`src/hw/rtl/blr_pkg.sv`:
```
`default_nettype none

package blr_pkg;

  localparam int COORD_BITS_DEF = 6;
  localparam int CHAR_BITS      = 8;
  localparam int QUEUE_DEPTH    = 2;

  // error term width: holds values in (-2*major, 2*minor]
  function automatic int err_width(input int coord_bits);
    return coord_bits + 2;
  endfunction

  // packed command word:
  // {steep, step_neg, m0, m_end, n0, two_minor, d0, diag, fill_char}
  function automatic int cmd_width(input int coord_bits);
    return 2 + 3 * coord_bits + (coord_bits + 1) + 2 * err_width(coord_bits) + CHAR_BITS;
  endfunction

endpackage

`default_nettype wire

```
`src/hw/rtl/blr_front.sv`:
```
`default_nettype none

module blr_front
  import blr_pkg::*;
#(
  parameter int COORD_BITS = COORD_BITS_DEF,
  localparam int DW        = err_width(COORD_BITS),
  localparam int CMD_W     = cmd_width(COORD_BITS)
) (
  input  wire logic                  clk,
  input  wire logic                  rst,
  input  wire logic                  in_valid,
  output logic                       in_ready,
  input  wire logic [COORD_BITS-1:0] start_x,
  input  wire logic [COORD_BITS-1:0] start_y,
  input  wire logic [COORD_BITS-1:0] end_x,
  input  wire logic [COORD_BITS-1:0] end_y,
  input  wire logic [CHAR_BITS-1:0]  fill_char,
  output logic                       cmd_valid,
  input  wire logic                  cmd_ready,
  output logic [CMD_W-1:0]           cmd_data
);

  logic                  hold_valid;
  logic [COORD_BITS-1:0] ax, ay, bx, by;
  logic [CHAR_BITS-1:0]  ch;

  logic [COORD_BITS-1:0] adx, ady, major, minor;
  logic [COORD_BITS-1:0] m0, m_end, n0, n_end;
  logic                  steep, swap, step_neg;
  logic [COORD_BITS:0]   two_minor;
  logic [DW-1:0]         d0, diag;

  assign in_ready  = !hold_valid || cmd_ready;
  assign cmd_valid = hold_valid;

  always_ff @(posedge clk) begin
    if (rst) begin
      hold_valid <= 1'b0;
    end else if (in_valid && in_ready) begin
      hold_valid <= 1'b1;
    end else if (cmd_ready) begin
      hold_valid <= 1'b0;
    end
  end

  always_ff @(posedge clk) begin
    if (in_valid && in_ready) begin
      ax <= start_x;
      ay <= start_y;
      bx <= end_x;
      by <= end_y;
      ch <= fill_char;
    end
  end

  // classify and order endpoints so the major axis rises
  always_comb begin
    adx   = (bx > ax) ? bx - ax : ax - bx;
    ady   = (by > ay) ? by - ay : ay - by;
    steep = !(ady < adx);
    swap  = steep ? (ay > by) : (ax > bx);
    major = steep ? ady : adx;
    minor = steep ? adx : ady;
    if (steep) begin
      m0    = swap ? by : ay;
      m_end = swap ? ay : by;
      n0    = swap ? bx : ax;
      n_end = swap ? ax : bx;
    end else begin
      m0    = swap ? bx : ax;
      m_end = swap ? ax : bx;
      n0    = swap ? by : ay;
      n_end = swap ? ay : by;
    end
    step_neg  = n_end < n0;
    two_minor = {minor, 1'b0};
    d0        = {1'b0, minor, 1'b0} - {2'b00, major};
    diag      = {1'b0, minor, 1'b0} - {1'b0, major, 1'b0};
    cmd_data  = {steep, step_neg, m0, m_end, n0, two_minor, d0, diag, ch};
  end

endmodule

`default_nettype wire

```
`src/hw/rtl/blr_queue.sv`:
```
`default_nettype none

module blr_queue
  import blr_pkg::*;
#(
  parameter int WIDTH  = cmd_width(COORD_BITS_DEF),
  parameter int DEPTH  = QUEUE_DEPTH,
  localparam int PW    = (DEPTH > 1) ? $clog2(DEPTH) : 1,
  localparam int CW    = $clog2(DEPTH + 1)
) (
  input  wire logic             clk,
  input  wire logic             rst,
  input  wire logic             push_valid,
  output logic                  push_ready,
  input  wire logic [WIDTH-1:0] push_data,
  output logic                  pop_valid,
  input  wire logic             pop_ready,
  output logic [WIDTH-1:0]      pop_data
);

  logic [WIDTH-1:0] mem [DEPTH];
  logic [PW-1:0]    wr_ptr, rd_ptr;
  logic [CW-1:0]    count;
  logic             push, pop;

  assign push_ready = count != CW'(DEPTH);
  assign pop_valid  = count != '0;
  assign push       = push_valid && push_ready;
  assign pop        = pop_valid && pop_ready;
  assign pop_data   = mem[rd_ptr];

  always_ff @(posedge clk) begin
    if (rst) begin
      wr_ptr <= '0;
      rd_ptr <= '0;
      count  <= '0;
    end else begin
      if (push) begin
        wr_ptr <= (wr_ptr == PW'(DEPTH - 1)) ? '0 : wr_ptr + 1'b1;
      end
      if (pop) begin
        rd_ptr <= (rd_ptr == PW'(DEPTH - 1)) ? '0 : rd_ptr + 1'b1;
      end
      if (push && !pop) begin
        count <= count + 1'b1;
      end else if (pop && !push) begin
        count <= count - 1'b1;
      end
    end
  end

  always_ff @(posedge clk) begin
    if (push) begin
      mem[wr_ptr] <= push_data;
    end
  end

  a_count_bound: assert property (@(posedge clk) disable iff (rst)
    count <= CW'(DEPTH))
    else $error("queue count above depth");

  a_count_up: assert property (@(posedge clk) disable iff (rst)
    push && !pop |=> count == $past(count) + 1'b1)
    else $error("queue count did not track push");

endmodule

`default_nettype wire

```
`src/hw/rtl/blr_walker.sv`:
```
`default_nettype none

module blr_walker
  import blr_pkg::*;
#(
  parameter int COORD_BITS = COORD_BITS_DEF,
  localparam int DW        = err_width(COORD_BITS),
  localparam int CMD_W     = cmd_width(COORD_BITS)
) (
  input  wire logic                  clk,
  input  wire logic                  rst,
  input  wire logic                  cmd_valid,
  output logic                       cmd_ready,
  input  wire logic [CMD_W-1:0]      cmd_data,
  output logic                       out_valid,
  input  wire logic                  out_ready,
  output logic [COORD_BITS-1:0]      pixel_x,
  output logic [COORD_BITS-1:0]      pixel_y,
  output logic [CHAR_BITS-1:0]       pixel_char,
  output logic                       last_pixel
);

  logic                  busy;
  logic                  steep, step_neg;
  logic [COORD_BITS-1:0] m, m_end, n;
  logic [COORD_BITS:0]   two_minor;
  logic signed [DW-1:0]  d, diag;
  logic [CHAR_BITS-1:0]  ch;

  logic                  c_steep, c_step_neg;
  logic [COORD_BITS-1:0] c_m0, c_m_end, c_n0;
  logic [COORD_BITS:0]   c_two_minor;
  logic [DW-1:0]         c_d0, c_diag;
  logic [CHAR_BITS-1:0]  c_ch;

  logic                  load, adv, at_end;

  assign {c_steep, c_step_neg, c_m0, c_m_end, c_n0, c_two_minor, c_d0, c_diag, c_ch} = cmd_data;

  assign cmd_ready = !busy;
  assign load      = cmd_valid && !busy;
  assign adv       = busy && (!out_valid || out_ready);
  assign at_end    = m == m_end;

  always_ff @(posedge clk) begin
    if (rst) begin
      busy      <= 1'b0;
      out_valid <= 1'b0;
    end else begin
      if (load) begin
        busy <= 1'b1;
      end else if (adv && at_end) begin
        busy <= 1'b0;
      end
      if (adv) begin
        out_valid <= 1'b1;
      end else if (out_ready) begin
        out_valid <= 1'b0;
      end
    end
  end

  always_ff @(posedge clk) begin
    if (load) begin
      steep     <= c_steep;
      step_neg  <= c_step_neg;
      m         <= c_m0;
      m_end     <= c_m_end;
      n         <= c_n0;
      two_minor <= c_two_minor;
      d         <= c_d0;
      diag      <= c_diag;
      ch        <= c_ch;
    end else if (adv) begin
      pixel_x    <= steep ? n : m;
      pixel_y    <= steep ? m : n;
      pixel_char <= ch;
      last_pixel <= at_end;
      m          <= m + 1'b1;
      if (d > 0) begin
        n <= step_neg ? n - 1'b1 : n + 1'b1;
        d <= d + diag;
      end else begin
        d <= d + $signed({1'b0, two_minor});
      end
    end
  end

  a_major_in_range: assert property (@(posedge clk) disable iff (rst)
    busy |-> m <= m_end)
    else $error("major coordinate ran past line end");

  a_end_releases: assert property (@(posedge clk) disable iff (rst)
    adv && at_end |=> !busy && out_valid && last_pixel)
    else $error("final pixel did not close the line");

endmodule

`default_nettype wire

```
`src/hw/rtl/bresenham_line_rasterizer.sv`:
```
// A request is registered in the front end and then written into the command queue;
// the walker loads it and registers each pixel word. Throughput: one pixel per cycle
//   while out_ready is high; a line of |major delta| + 1 pixels follows each command load.
// A two-entry command queue lets the next request be classified during a walk.
// Reset (rst, synchronous): empties the queue and drops any line in progress.
`default_nettype none

module bresenham_line_rasterizer
  import blr_pkg::*;
#(
  parameter int COORD_BITS = COORD_BITS_DEF
) (
  input  wire logic                  clk,
  input  wire logic                  rst,
  input  wire logic                  in_valid,
  output logic                       in_ready,
  input  wire logic [COORD_BITS-1:0] start_x,
  input  wire logic [COORD_BITS-1:0] start_y,
  input  wire logic [COORD_BITS-1:0] end_x,
  input  wire logic [COORD_BITS-1:0] end_y,
  input  wire logic [CHAR_BITS-1:0]  fill_char,
  output logic                       out_valid,
  input  wire logic                  out_ready,
  output logic [COORD_BITS-1:0]      pixel_x,
  output logic [COORD_BITS-1:0]      pixel_y,
  output logic [CHAR_BITS-1:0]       pixel_char,
  output logic                       last_pixel
);

  localparam int CMD_W = cmd_width(COORD_BITS);

  logic             f_valid, f_ready;
  logic [CMD_W-1:0] f_data;
  logic             q_valid, q_ready;
  logic [CMD_W-1:0] q_data;

  blr_front #(
    .COORD_BITS(COORD_BITS)
  ) u_front (
    .clk       (clk),
    .rst       (rst),
    .in_valid  (in_valid),
    .in_ready  (in_ready),
    .start_x   (start_x),
    .start_y   (start_y),
    .end_x     (end_x),
    .end_y     (end_y),
    .fill_char (fill_char),
    .cmd_valid (f_valid),
    .cmd_ready (f_ready),
    .cmd_data  (f_data)
  );

  blr_queue #(
    .WIDTH(CMD_W),
    .DEPTH(QUEUE_DEPTH)
  ) u_queue (
    .clk        (clk),
    .rst        (rst),
    .push_valid (f_valid),
    .push_ready (f_ready),
    .push_data  (f_data),
    .pop_valid  (q_valid),
    .pop_ready  (q_ready),
    .pop_data   (q_data)
  );

  blr_walker #(
    .COORD_BITS(COORD_BITS)
  ) u_walker (
    .clk        (clk),
    .rst        (rst),
    .cmd_valid  (q_valid),
    .cmd_ready  (q_ready),
    .cmd_data   (q_data),
    .out_valid  (out_valid),
    .out_ready  (out_ready),
    .pixel_x    (pixel_x),
    .pixel_y    (pixel_y),
    .pixel_char (pixel_char),
    .last_pixel (last_pixel)
  );

endmodule

`default_nettype wire
```
`config.mk`:
```
export PLATFORM = sky130hd
export DESIGN_NAME = bresenham_line_rasterizer
export DESIGN_NICKNAME = d
export VERILOG_FILES = /design/src/hw/rtl/blr_pkg.sv /design/src/hw/rtl/blr_front.sv /design/src/hw/rtl/blr_queue.sv /design/src/hw/rtl/blr_walker.sv /design/src/hw/rtl/bresenham_line_rasterizer.sv
export SDC_FILE = /design/constraint.sdc
export NUM_CORES = 1
export LEC_CHECK = 0
export ABC_AREA = 0
export ABC_CLOCK_PERIOD_IN_PS = 6900
export CAP_MARGIN = 20
export CORE_MARGIN = 4
export CORE_UTILIZATION = 50
export DETAILED_ROUTE_END_ITERATION = 10
export DONT_BUFFER_PORTS = 1
export PLACE_DENSITY = 0.62
export SYNTH_ARGS = -nofsm -noshare
export SYNTH_HDL_FRONTEND = slang
export SYNTH_SLANG_ARGS = --single-unit
```
`constraint.sdc`:
```
create_clock -name clk -period 6.9 [get_ports clk]
set_input_delay 1.38 -clock clk [delete_from_list [all_inputs] [get_ports clk]]
set_output_delay 1.38 -clock clk [all_outputs]
set_load 0.1 [all_outputs]
```
Word-level counts from Yosys, hierarchy flattened --
Memory sizes are Yosys's and may differ from the RTL's. A register that Yosys moved wholly into a read port is not among the register bits. Cells that the tools add are included.
Operators by class: order comparisons 7, bitwise logic cells 1, $add $sub $neg 15, muxes and demuxes 38, equal/unequal tests 2, reduce and logical (&&, ||, !) cells 24
Operators by type and width (count):
- $mux W6 | 20
- $gt A6 B6 Y1 | 4
- $mux W8 | 3
- $sub A6 B6 Y6 | 4
- $add A8 B8 Y8 | 2
- $reduce_bool A2 Y1 | 7
- $mux W1 | 13
- $add A6 B1 Y6 const B | 2
- $lt A6 B6 Y1 | 2
- $gt A8 B1 Y1 const B | 1
- $sub A7 B6 Y8 | 1
- $sub A7 B7 Y8 | 1
- $logic_and A1 B1 Y1 | 7
- $eq A6 B6 Y1 | 1
- $logic_not A1 Y1 | 6
- $sub A6 B1 Y6 const B | 1
- $mux W2 | 2
- $reduce_and A2 Y1 | 2
- $add A1 B1 Y1 const B | 2
- $add A2 B1 Y2 const B | 1
- $logic_or A1 B1 Y1 | 2
- $ne A2 B2 Y1 const B | 1
- $sub A2 B1 Y2 const B | 1
- $not A1 Y1 | 1
Word-level totals: memories kept 1, register bits after elaboration 111, RAM bits 100
Memory list:
- u_queue.mem | words 2, width 50, rd ports 1, clocked after memory_dff 1, write ports 1, line blr_queue.sv:21 | logic [WIDTH-1:0] mem [DEPTH];

Logic depth before layout (Yosys ltp) --
Gate-level depths: netlist (run 1).
word-level depth 7, depth in mapped cells 28, depth with buffers taken out 26

Cells and area by module --
Synthesis (run 1) repeated with hierarchy kept, for this count alone.
Unflattened totals: cells, all modules 779, area total of the unflattened synthesis 10715.3 µm²
By module, submodules not included:
- blr_queue | area an instance 3890.0 µm², instances 1, cells an instance 183
- blr_front | area an instance 3473.3 µm², instances 1, cells an instance 359
- blr_walker | area an instance 3352.0 µm², instances 1, cells an instance 237

Least setup slack after synthesis (run 1) --
Ideal clock, no wire load.
path type flip-flop to flip-flop, start point reg u_front.by[0], end point mem u_queue.mem[0][22] (netlist bit) (data pin), period minus slack after synthesis 5185 ps, stages on the path, launching flop included 28, data required time 6624 ps, arrival 4910 ps, path slack 1715 ps, cells stage by stage edfxtp_1 inv_1 ha_1 inv_1 fa_1 a211oi_1 o21ai_4 nand3_4 mux2i_1 xor2_1 inv_1 ha_1 o21a_1 o31ai_1 a21o_1 buf_6 inv_4 buf_2 buf_1 nor2_1 a21oi_1 ha_1 nor2b_1 o21ai_0 nand2b_1 a21o_1 a21oi_1 xor2_1
On the way: longest elaborated chain between the ends 5, elaborated cells between the ends (all ways) 8, classes of those cells add/sub: 3; order compare: 2; mux: 3
RTL lines:
- from (decl) | line blr_front.sv:25 | logic [COORD_BITS-1:0] ax, ay, bx, by;
- from (signal assigned) | line blr_front.sv:52 | by <= end_y;
- $sub A6 B6 Y6 / $gt A6 B6 Y1 (equally long branches) | line blr_front.sv:60 | ady = (by > ay) ? by - ay : ay - by;
- $mux W6 * | line blr_front.sv:60
- $lt A6 B6 Y1 | line blr_front.sv:61 | steep = !(ady < adx);
- $mux W6, on equally long branches | line blr_front.sv:64, blr_front.sv:63
- $sub A7 B6 Y8 * | line blr_front.sv:78 | d0 = {1'b0, minor, 1'b0} - {2'b00, major};
- via f_data[22] | line bresenham_line_rasterizer.sv:33 | logic [CMD_W-1:0] f_data;
- to (decl) | line blr_queue.sv:21
Mark *: on every way through the listed nets, which the timed path passes. The rest lies on a longest branch.

Final worst setup path (run 1) --
start point reg u_front.bx[0], end point mem u_queue.mem[0][22] (netlist bit) (data pin)
On the way: longest elaborated chain between the ends 5, elaborated cells between the ends (all ways) 8, classes of those cells add/sub: 3; order compare: 2; mux: 3
RTL lines:
- from (decl) | line blr_front.sv:25
- from (signal assigned) | line blr_front.sv:51 | bx <= end_x;
- $sub A6 B6 Y6 / $gt A6 B6 Y1 (equally long branches) | line blr_front.sv:59 | adx = (bx > ax) ? bx - ax : ax - bx;
- $mux W6 * | line blr_front.sv:59
- $lt A6 B6 Y1 | line blr_front.sv:61
- $mux W6, on equally long branches | line blr_front.sv:64, blr_front.sv:63
- $sub A7 B6 Y8 * | line blr_front.sv:78
- via f_data[22] | line bresenham_line_rasterizer.sv:33
Marks and branches as above.

==> flow_summary_export.csv, run 1 <==
group,metric,value,unit
run_status,status,"finished clean",
worst_setup_path,path_class,"reg -> reg",
sta,finalCritPeriodShare,86.8,%
sta,worst_pin_slew,1.09,ns
sta,relSlewSlack,26.9,%
synth,yosysWarnings,0,
clock_tree,cts-buffers-inserted,23,
drt,drc,0,
drt,wl,19300,um
synth,yosysTopAreaCell,"edfxtp_1",
synth,yosysSeqAreaShare,60.1,%
sta,hold_viol_final,0,
sta,min_period,5.99,ns
drt,drt_pass1_iterations,5,
placed_design,io_buffers,0,
floorplan,die_h,151,um
drt,viasPerCell,5.44,
worst_hold_path,hold_depth,0,
worst_setup_path,crit_arrival,6.22,ns
floorplan,die-area,0.0229,mm^2
sta,tns,0,ns
finish,nets,872,
floorplan,initial_core_util,50.7,%
clock_tree,clk_path_buf_depth,3,
finish,fillers,1622,
job,maxCapViolations,0,
clock_tree,clock_latency,0.51,ns
synth,ys_ff_latch,208,
placed_design,place_hpwl,13700,um
floorplan,io_pins,59,
grt,grt_overflow,0,
synth,netlist.area_leader.share,58.6,%
synth,syn_area,0.0103,mm^2
clock_tree,tritoncts,"done",
synth,yosysMostFrequentCell,"edfxtp_1",
floorplan,core_area,0.0202,mm^2
grt,grt_pass1_wl,30700,um
finish,antenna_cells,0,
finish,multi_input_area,0.00377,mm^2
clock_tree,holdBufCountCts,0,
finish,area_delta_synth_final,9.92,%
sta,grt_setup_unrepaired,"false",
worst_setup_path,required,7.13,ns
synth,synth_edf_count,200,
clock_tree,cts_repair_resize_count,0,
clock_tree,cts.htree.levels,1,
clock_tree,root_buffer,"clkbuf_16",
drt,vias,5776,
worst_setup_path,start_kind,"flop",
clock_tree,post_cts_buffers,0,
sta,fin_skew,0.0122,ns
grt,antenna_found_initial,0,
grt,grt_pass1_vias,5728,
sta,fmax,167,MHz
floorplan,rows,52,
clock_tree,cts_sinks,208,
synth,synth_area_leaders,"edfxtp_1 (59%), ha_1 (6.5%), mux2_2 (5.5%), mux2i_1 (4.0%), a21oi_1 (3.0%)",
drt,drt_iter0_markers,347,
finish,drive_gt1_share,14.1,%
synth,postSynthCellCount,766,
worst_setup_path,reg2reg_slack,0.91,ns
sta,setup_viol,0,
synth,syn_nets,862,
clock_tree,clkTransAtPathRegs,0.06,ns
synth,yosys.cell_types.count,70,
synth,syn_area_per_cell,13.4,um^2
floorplan,die_x,151,um
placed_design,gp_congestion,0.871,
worst_setup_path,r2r.worst_path.cells,24,
worst_hold_path,holdCritPathClass,"reg -> reg",
grt,grt_usage,17.2,%
synth,synthFlopType,"edfxtp_1",
synth,ys_top_cells_by_count,"edfxtp_1 (200), a21oi_1 (62), inv_1 (60)",
grt,grt_max_degree,57,
finish,ff_latch_area,0.00617,mm^2
synth,async_flop_share,0,%
drt,route.antenna.remaining_nets,0,
drt,wl_per_cell,18.2,um
sta,drv_slew,0,
worst_setup_path,critPathCaptureType,"flop",
worst_setup_path,crit_path_max_fanout,26,
final timing paths:
kind,from,to
max,u_front.bx[0],u_queue.mem[0][22]
min,u_walker.ch[6],u_walker.pixel_char[6]
max reg2reg,u_front.bx[0],u_queue.mem[0][22]
min reg2reg,u_walker.ch[6],u_walker.pixel_char[6]
cell type report:
class / instances / area share [%]
Clock buffer: 28 / 5.27
Clock inverter: 13 / 0.954
Inverter: 62 / 2.09
Multi-Input combinational cell: 473 / 33.5
Sequential cell: 208 / 54.7
Tap cell: 270 / 3.00
Timing Repair Buffer: 8 / 0.533
worst max-delay path: stages (launching register included):
cell and delay [ns]:
edfxtp_1 0.43, inv_1 0.12, ha_1 0.19, inv_1 0.06, fa_1 0.42, a211oi_1 0.30, o21ai_2 0.17, nand2_1 0.17
mux2i_1 0.24, xnor2_1 0.25, ha_1 0.37, or3_1 0.37, o21ai_0 0.08, a21o_1 0.52, inv_4 0.29, a311o_1 0.43
nand2_1 0.13, inv_1 0.06, fa_1 0.45, nor2b_1 0.12, o21ai_0 0.08, nand2b_1 0.11, a21o_1 0.12, a21oi_1 0.07
xor2_1 0.15
metal layers:
metal	share of wire [%]	global-route usage, %
met1	48	24.6
met2	45	27.4
met3	4.3	2.96
met4	2.3	4.81
met5	0	0
cell families after synthesis:
kind of cell    Yosys count  share of synthesized area (%)
compound gates          153                           9.66
xor+xnor                 38                           3.24
fa+ha+maj                60                           7.83
buf+inv                  85                           3.27
flops                   208                           60.1
mux                      92                           9.64
simple gates            130                           6.25
flip-flops by register name, indices dropped and copies added, names as in the netlist, 7 cells and up, named ones only:
name	flops
u_walker.diag	7
u_queue.mem	98
u_walker.d	8
u_walker.ch	8
u_front.ch	8
u_walker.pixel_char	8
cell usage in the layout, fill, tap and decap left out, types with 3 or more instances in the layout:
master,Yosys,final
nor2b_1,13,13
buf_4,0,8
o21bai_1,7,6
fa_1,7,7
nor3_1,5,5
edfxtp_1,200,200
clkinv_2,0,3
xor2_1,15,15
clkinv_1,1,6
mux2_2,50,50
dfxtp_1,8,7
mux2i_1,41,41
o21a_1,3,3
clkbuf_1,11,5
a211oi_1,13,13
a21o_1,13,13
a21oi_1,62,62
nand3_1,3,3
clkbuf_16,0,23
o21ai_1,3,3
xnor2_1,23,23
nand2_1,31,31
nor2_1,49,48
o21ai_0,23,22
ha_1,53,53
inv_1,60,60
nand2b_1,6,6
metrics by stage:
stage          hold slack [ns]  setup slack (ns)  utilization, %  std cells  instance area [um^2]
2_1_floorplan            0.400              1.71               -        766                 10300
3_3_place_gp             0.401              1.09            52.3       1021                 10600
3_5_place_dp             0.405             0.908            52.3       1021                 10600
4_1_cts                  0.416             0.886            55.7       1062                 11300
5_1_grt                  0.435             0.348            55.7       1062                 11300
6_report                 0.412             0.911            55.7       1062                 11300
Power of run 1 is not shown: default switching activity piles up to over one toggle a cycle in this logic, so the estimate is an artifact.
==> run 2, diff against run 1 <==
--- a/config.mk
+++ b/config.mk
@@ -15,4 +15,5 @@
 export PLACE_DENSITY = 0.62
 export SYNTH_ARGS = -nofsm -noshare
 export SYNTH_HDL_FRONTEND = slang
+export SYNTH_HIERARCHICAL = 1
 export SYNTH_SLANG_ARGS = --single-unit
==> flow_summary_export.csv, run 2 <==
group,metric,value,unit
run_status,status,"finished clean",
finish,mostFrequentLayoutCell,"edfxtp_1",
synth,yosysTopAreaCell,"edfxtp_1",
synth,netlist.area_leader.share,57.7,%
floorplan,initial_core_util,51.0,%
synth,syn_area_per_cell,13.8,um^2
sta,drv_slew,0,
clock_tree,cts_sinks,214,
clock_tree,holdBufCountCts,0,
sta,finalCritPeriodShare,91.6,%
worst_setup_path,cp_slowest_cell,"o32ai_4",
drt,wl,20000,um
worst_hold_path,holdCritPathClass,"reg -> reg",
floorplan,die_x,154,um
clock_tree,root_buffer,"clkbuf_16",
floorplan,io_pins,59,
drt,drt_iter0_markers,359,
grt,grt_overflow,0,
finish,finalInstanceArea,0.0118,mm^2
finish,antenna_cells,0,
placed_design,place_hpwl,13900,um
job,maxCapViolations,0,
finish,final_cells,1082,
synth,syn_area,0.0107,mm^2
clock_tree,clock_latency,0.52,ns
drt,drc,0,
finish,top_register,"u_queue/mem",
grt,antenna_found_initial,0,
worst_setup_path,max_stage_delay,0.46,ns
grt,grt_usage,16.7,%
sta,worst_pin_slew,1.07,ns
clock_tree,cts-buffers-inserted,25,
sta,fmax,158,MHz
placed_design,io_buffers,0,
grt,grt_pass1_wl,32300,um
synth,yosysMostFrequentCell,"edfxtp_1",
floorplan,die-area,0.0238,mm^2
synth,yosysWarnings,6,
sta,setup_viol,0,
worst_setup_path,required,7.24,ns
grt,grt_max_degree,58,
sta,relSlewSlack,28.9,%
worst_setup_path,crit_arrival,6.66,ns
sta,grt_setup_unrepaired,"false",
drt,vias,5937,
drt,drt_pass1_iterations,7,
floorplan,die_h,154,um
placed_design,dp_cells,1036,
synth,async_flop_share,0,%
synth,yosys.cell_types.count,73,
finish,final_util,56.1,%
finish,largest_reg_flops,102,
worst_setup_path,path_class,"reg -> reg",
synth,synthFlopType,"edfxtp_1",
finish,nets,888,
finish,fillers,1680,
clock_tree,tritoncts,"done",
sta,tns,0,ns
synth,ys_top_cells_by_count,"edfxtp_1 (206), mux2_2 (68), nand2_1 (63)",
clock_tree,clk_path_buf_depth,3,
drt,route.antenna.remaining_nets,0,
finish,area_delta_synth_final,9.97,%
synth,ys_ff_latch,214,
clock_tree,cts.htree.levels,1,
placed_design,gp_congestion,0.890,
floorplan,core_area,0.0210,mm^2
finish,final_cell_mix,"edfxtp_1 (206), mux2_2 (68), nand2_1 (63)",
worst_setup_path,crit_top_cell,"inv_1",
clock_tree,clkTransAtPathRegs,0.06,ns
synth,synth_edf_count,206,
worst_setup_path,crit_path_max_fanout,17,
sta,fin_skew,0.0196,ns
drt,wl_per_cell,18.5,um
finish,drive_gt1_share,18.1,%
synth,postSynthCellCount,779,
placed_design,dpl_cell_area,0.0110,mm^2
synth,yosysSeqAreaShare,59.2,%
clock_tree,post_cts_buffers,0,
synth,synth_area_leaders,"edfxtp_1 (58%), mux2_2 (7.1%), ha_1 (6.5%), mux2i_1 (4.1%), nand2_1 (2.2%)",
sta,min_period,6.32,ns
worst_setup_path,start_kind,"flop",
sta,hold_viol_final,0,
clock_tree,cts_repair_resize_count,0,
worst_setup_path,critPathCaptureType,"flop",
grt,grt_pass1_vias,6194,
worst_setup_path,reg2reg_slack,0.58,ns
drt,viasPerCell,5.49,
floorplan,rows,53,
==> run 2: critical path: cells and delay by family, from the launching register on <==
kind / cells / cell delay (ns)
AND/OR/NAND/NOR: 4 / 0.42
XOR/XNOR: 1 / 0.29
multiplexers: 2 / 0.46
flip-flops: 1 / 0.42
adder cells (fa/ha/maj): 4 / 1.08
AO/OA/AOI/OAI: 12 / 2.82
buffers and inverters: 5 / 0.66
==> run 2: layout make-up <==
type | instances | area (um^2) | area share, %
Clock buffer | 30 | 644 | 5.47
Multi-Input combinational cell | 483 | 4040 | 34.3
Tap cell | 275 | 344 | 2.92
Timing Repair Buffer | 9 | 67.6 | 0.573
Sequential cell | 214 | 6350 | 53.9
Clock inverter | 15 | 128 | 1.08
Inverter | 56 | 210 | 1.78
==> run 2: stage by stage <==
| stage | hold WS [ns] | setup slack [ns] |
|---|---|---|
| finish | 0.418 | 0.581 |
| global route | 0.428 | 0.148 |
| CTS | 0.418 | 0.586 |
| detailed placement | 0.405 | 0.624 |
| global placement | 0.404 | 0.808 |
| floorplan | 0.400 | 1.42 |
==> run 2: routing by layer <==
metal | vias to the layer above | GRT usage [%] | part of all wire [%]
li1 | 2891 | - | -
met1 | 2885 | 22.4 | 46
met2 | 132 | 27.7 | 48
met3 | 29 | 3.22 | 3.7
met4 | 0 | 5.38 | 2.7
met5 | - | 0 | 0
==> run 2: worst paths after layout <==
path | end | start | cells past startpoint
worst max-delay path | u_queue/mem[0][49] | u_front/by[0] | 28
worst min-delay path | u_walker/pixel_char[4] | u_walker/ch[4] | 0
worst max register to register | u_queue/mem[0][49] | u_front/by[0] | 28
worst min register to register | u_walker/pixel_char[4] | u_walker/ch[4] | 0
==> run 2: logic make-up after synthesis <==
group                      Yosys count  synth area share [%]
DFF                                214                  59.2
muxes                              117                  11.9
xor gates and xnor gates            34                  3.16
and+or+nand+nor                    141                  6.43
adders and majority gates           63                  7.85
other                                1                0.0350
AOI/OAI and AO/OA                  126                  8.13
buffers and inverters               83                  3.27
Power of run 2 is left out for the same reason.
==> run 3, diff against run 2 <==
--- a/config.mk
+++ b/config.mk
@@ -5,7 +5,7 @@
 export SDC_FILE = /design/constraint.sdc
 export NUM_CORES = 1
 export LEC_CHECK = 0
-export ABC_AREA = 0
+export ABC_AREA = 1
 export ABC_CLOCK_PERIOD_IN_PS = 6900
 export CAP_MARGIN = 20
 export CORE_MARGIN = 4
==> flow_summary_export.csv, run 3 <==
group,metric,value,unit
run_status,status,"finished clean",
floorplan,core_area,0.0226,mm^2
synth,syn_area_per_cell,10.9,um^2
grt,grt_pass1_vias,6524,
worst_setup_path,critPathCaptureType,"flop",
sta,worst_pin_slew,1.04,ns
clock_tree,cts-buffers-inserted,24,
grt,grt_usage,16.5,%
drt,viasPerCell,5.08,
worst_hold_path,holdCritPathClass,"reg -> reg",
synth,synth_edf_count,206,
synth,synthFlopType,"edfxtp_1",
worst_setup_path,max_stage_delay,0.62,ns
worst_setup_path,path_delay_family,"simple AND/OR/NAND/NOR gates",
sta,fin_skew,0.0162,ns
drt,drt_pass1_iterations,5,
sta,relSlewSlack,31.0,%
synth,yosysSeqAreaShare,55.4,%
synth,yosys.cell_types.count,44,
floorplan,initial_core_util,50.7,%
sta,grt_setup_unrepaired,"false",
grt,antenna_found_initial,0,
finish,largest_reg_flops,102,
grt,grt_overflow,0,
worst_setup_path,crit_buf_inv,6,
grt,grt_max_degree,65,
clock_tree,cts_sinks,214,
clock_tree,clock_latency,0.52,ns
sta,min_period,5.07,ns
synth,synth_area_leaders,"edfxtp_1 (54%), nand2_1 (8.5%), mux2_4 (6.6%), ha_1 (6.1%), inv_1 (4.1%)",
placed_design,gp_congestion,0.880,
synth,yosysWarnings,6,
worst_setup_path,cp_slowest_cell,"nor2_4",
worst_setup_path,crit_arrival,5.34,ns
floorplan,io_pins,59,
synth,yosysTopAreaCell,"edfxtp_1",
synth,ys_ff_latch,214,
clock_tree,clkTransAtPathRegs,0.06,ns
floorplan,die_h,159,um
floorplan,rows,55,
clock_tree,root_buffer,"clkbuf_16",
sta,fmax,197,MHz
sta,finalCritPeriodShare,73.5,%
job,maxCapViolations,0,
sta,tns,0,ns
clock_tree,cts_repair_resize_count,0,
finish,mostFrequentLayoutCell,"nand2_1",
finish,top_register,"u_queue/mem",
sta,hold_viol_final,0,
worst_setup_path,path_class,"reg -> reg",
floorplan,die_x,159,um
worst_setup_path,crit_top_cell,"nand2_1",
synth,netlist.area_leader.share,54.0,%
synth,postSynthCellCount,1052,
clock_tree,tritoncts,"done",
clock_tree,cts.htree.levels,1,
sta,drv_slew,0,
sta,fin_ws,1.83,ns
placed_design,io_buffers,0,
finish,final_cell_mix,"nand2_1 (258), edfxtp_1 (206), inv_1 (126)",
worst_setup_path,start_kind,"flop",
sta,setup_viol,0,
finish,drive_gt1_share,13.4,%
finish,antenna_cells,0,
finish,area_delta_synth_final,7.94,%
drt,drc,0,
placed_design,pre_cts_ws,1.82,ns
worst_setup_path,crit_path_max_fanout,41,
drt,wl,21100,um
drt,drt_iter0_markers,365,
finish,nets,1153,
synth,yosysMostFrequentCell,"nand2_1",
synth,async_flop_share,0,%
synth,ys_top_cells_by_count,"nand2_1 (258), edfxtp_1 (206), inv_1 (126)",
clock_tree,holdBufCountCts,0,
placed_design,place_hpwl,15100,um
grt,grt_pass1_wl,34100,um
drt,wl_per_cell,15.6,um
drt,vias,6888,
drt,route.antenna.remaining_nets,0,
floorplan,die-area,0.0254,mm^2
clock_tree,clk_path_buf_depth,3,
synth,syn_area,0.0115,mm^2
finish,final_util,54.8,%
clock_tree,post_cts_buffers,0,
worst_setup_path,required,7.17,ns
run 3: through the flow:
| stage | instance area (um^2) | hold slack [ns] | cells |
|---|---|---|---|
| 6_report | 12400 | 0.417 | 1356 |
| 5_1_grt | 12400 | 0.426 | 1356 |
| 4_1_cts | 12400 | 0.418 | 1356 |
| 3_5_place_dp | 11600 | 0.405 | 1313 |
| 3_3_place_gp | 11600 | 0.401 | 1313 |
| 2_1_floorplan | 11500 | 0.400 | 1053 |
run 3: area by class of cell:
class	instances	area, um^2
clock buffer	27	612
clock inverter	16	148
fill	1968	10200
inverter	132	495
multi-input combinational	677	4360
sequential	214	6350
tap	285	357
timing repair buffer	5	37.5
run 3: path summary, 6_finish.rpt:
path,depth (start not counted),from,slack [ns],endpoint
min,0,u_walker/ch[0],0.42,u_walker/pixel_char[0]
max reg2reg,27,u_front/by[0],1.83,u_queue/mem[0][49]
min reg2reg,0,u_walker/ch[0],0.42,u_walker/pixel_char[0]
max,27,u_front/by[0],1.83,u_queue/mem[0][49]
run 3: cells by family after synthesis:
group	after synthesis	share of synthesized area, %
multiplexers	51	6.65
other	1	0.0327
buffers and inverters	162	6.75
XOR/XNOR	26	1.99
AO/OA/AOI/OAI	126	6.08
flip-flops	214	55.4
AND/OR/NAND/NOR	409	15.7
adder cells (fa/ha/maj)	63	7.34
run 3: metal layers:
metal  vias to the layer above  global-route usage, %  part of all wire (%)  routed length [um]
li1                       3571                      -                     -                   -
met1                      3158                   23.8                    49               10300
met2                       124                   26.2                    45                9540
met3                        35                   2.80                   3.7                 771
met4                         0                   4.30                   2.4                 515
met5                         -                      0                     0                   0
Power of run 3 is left out for the same reason.
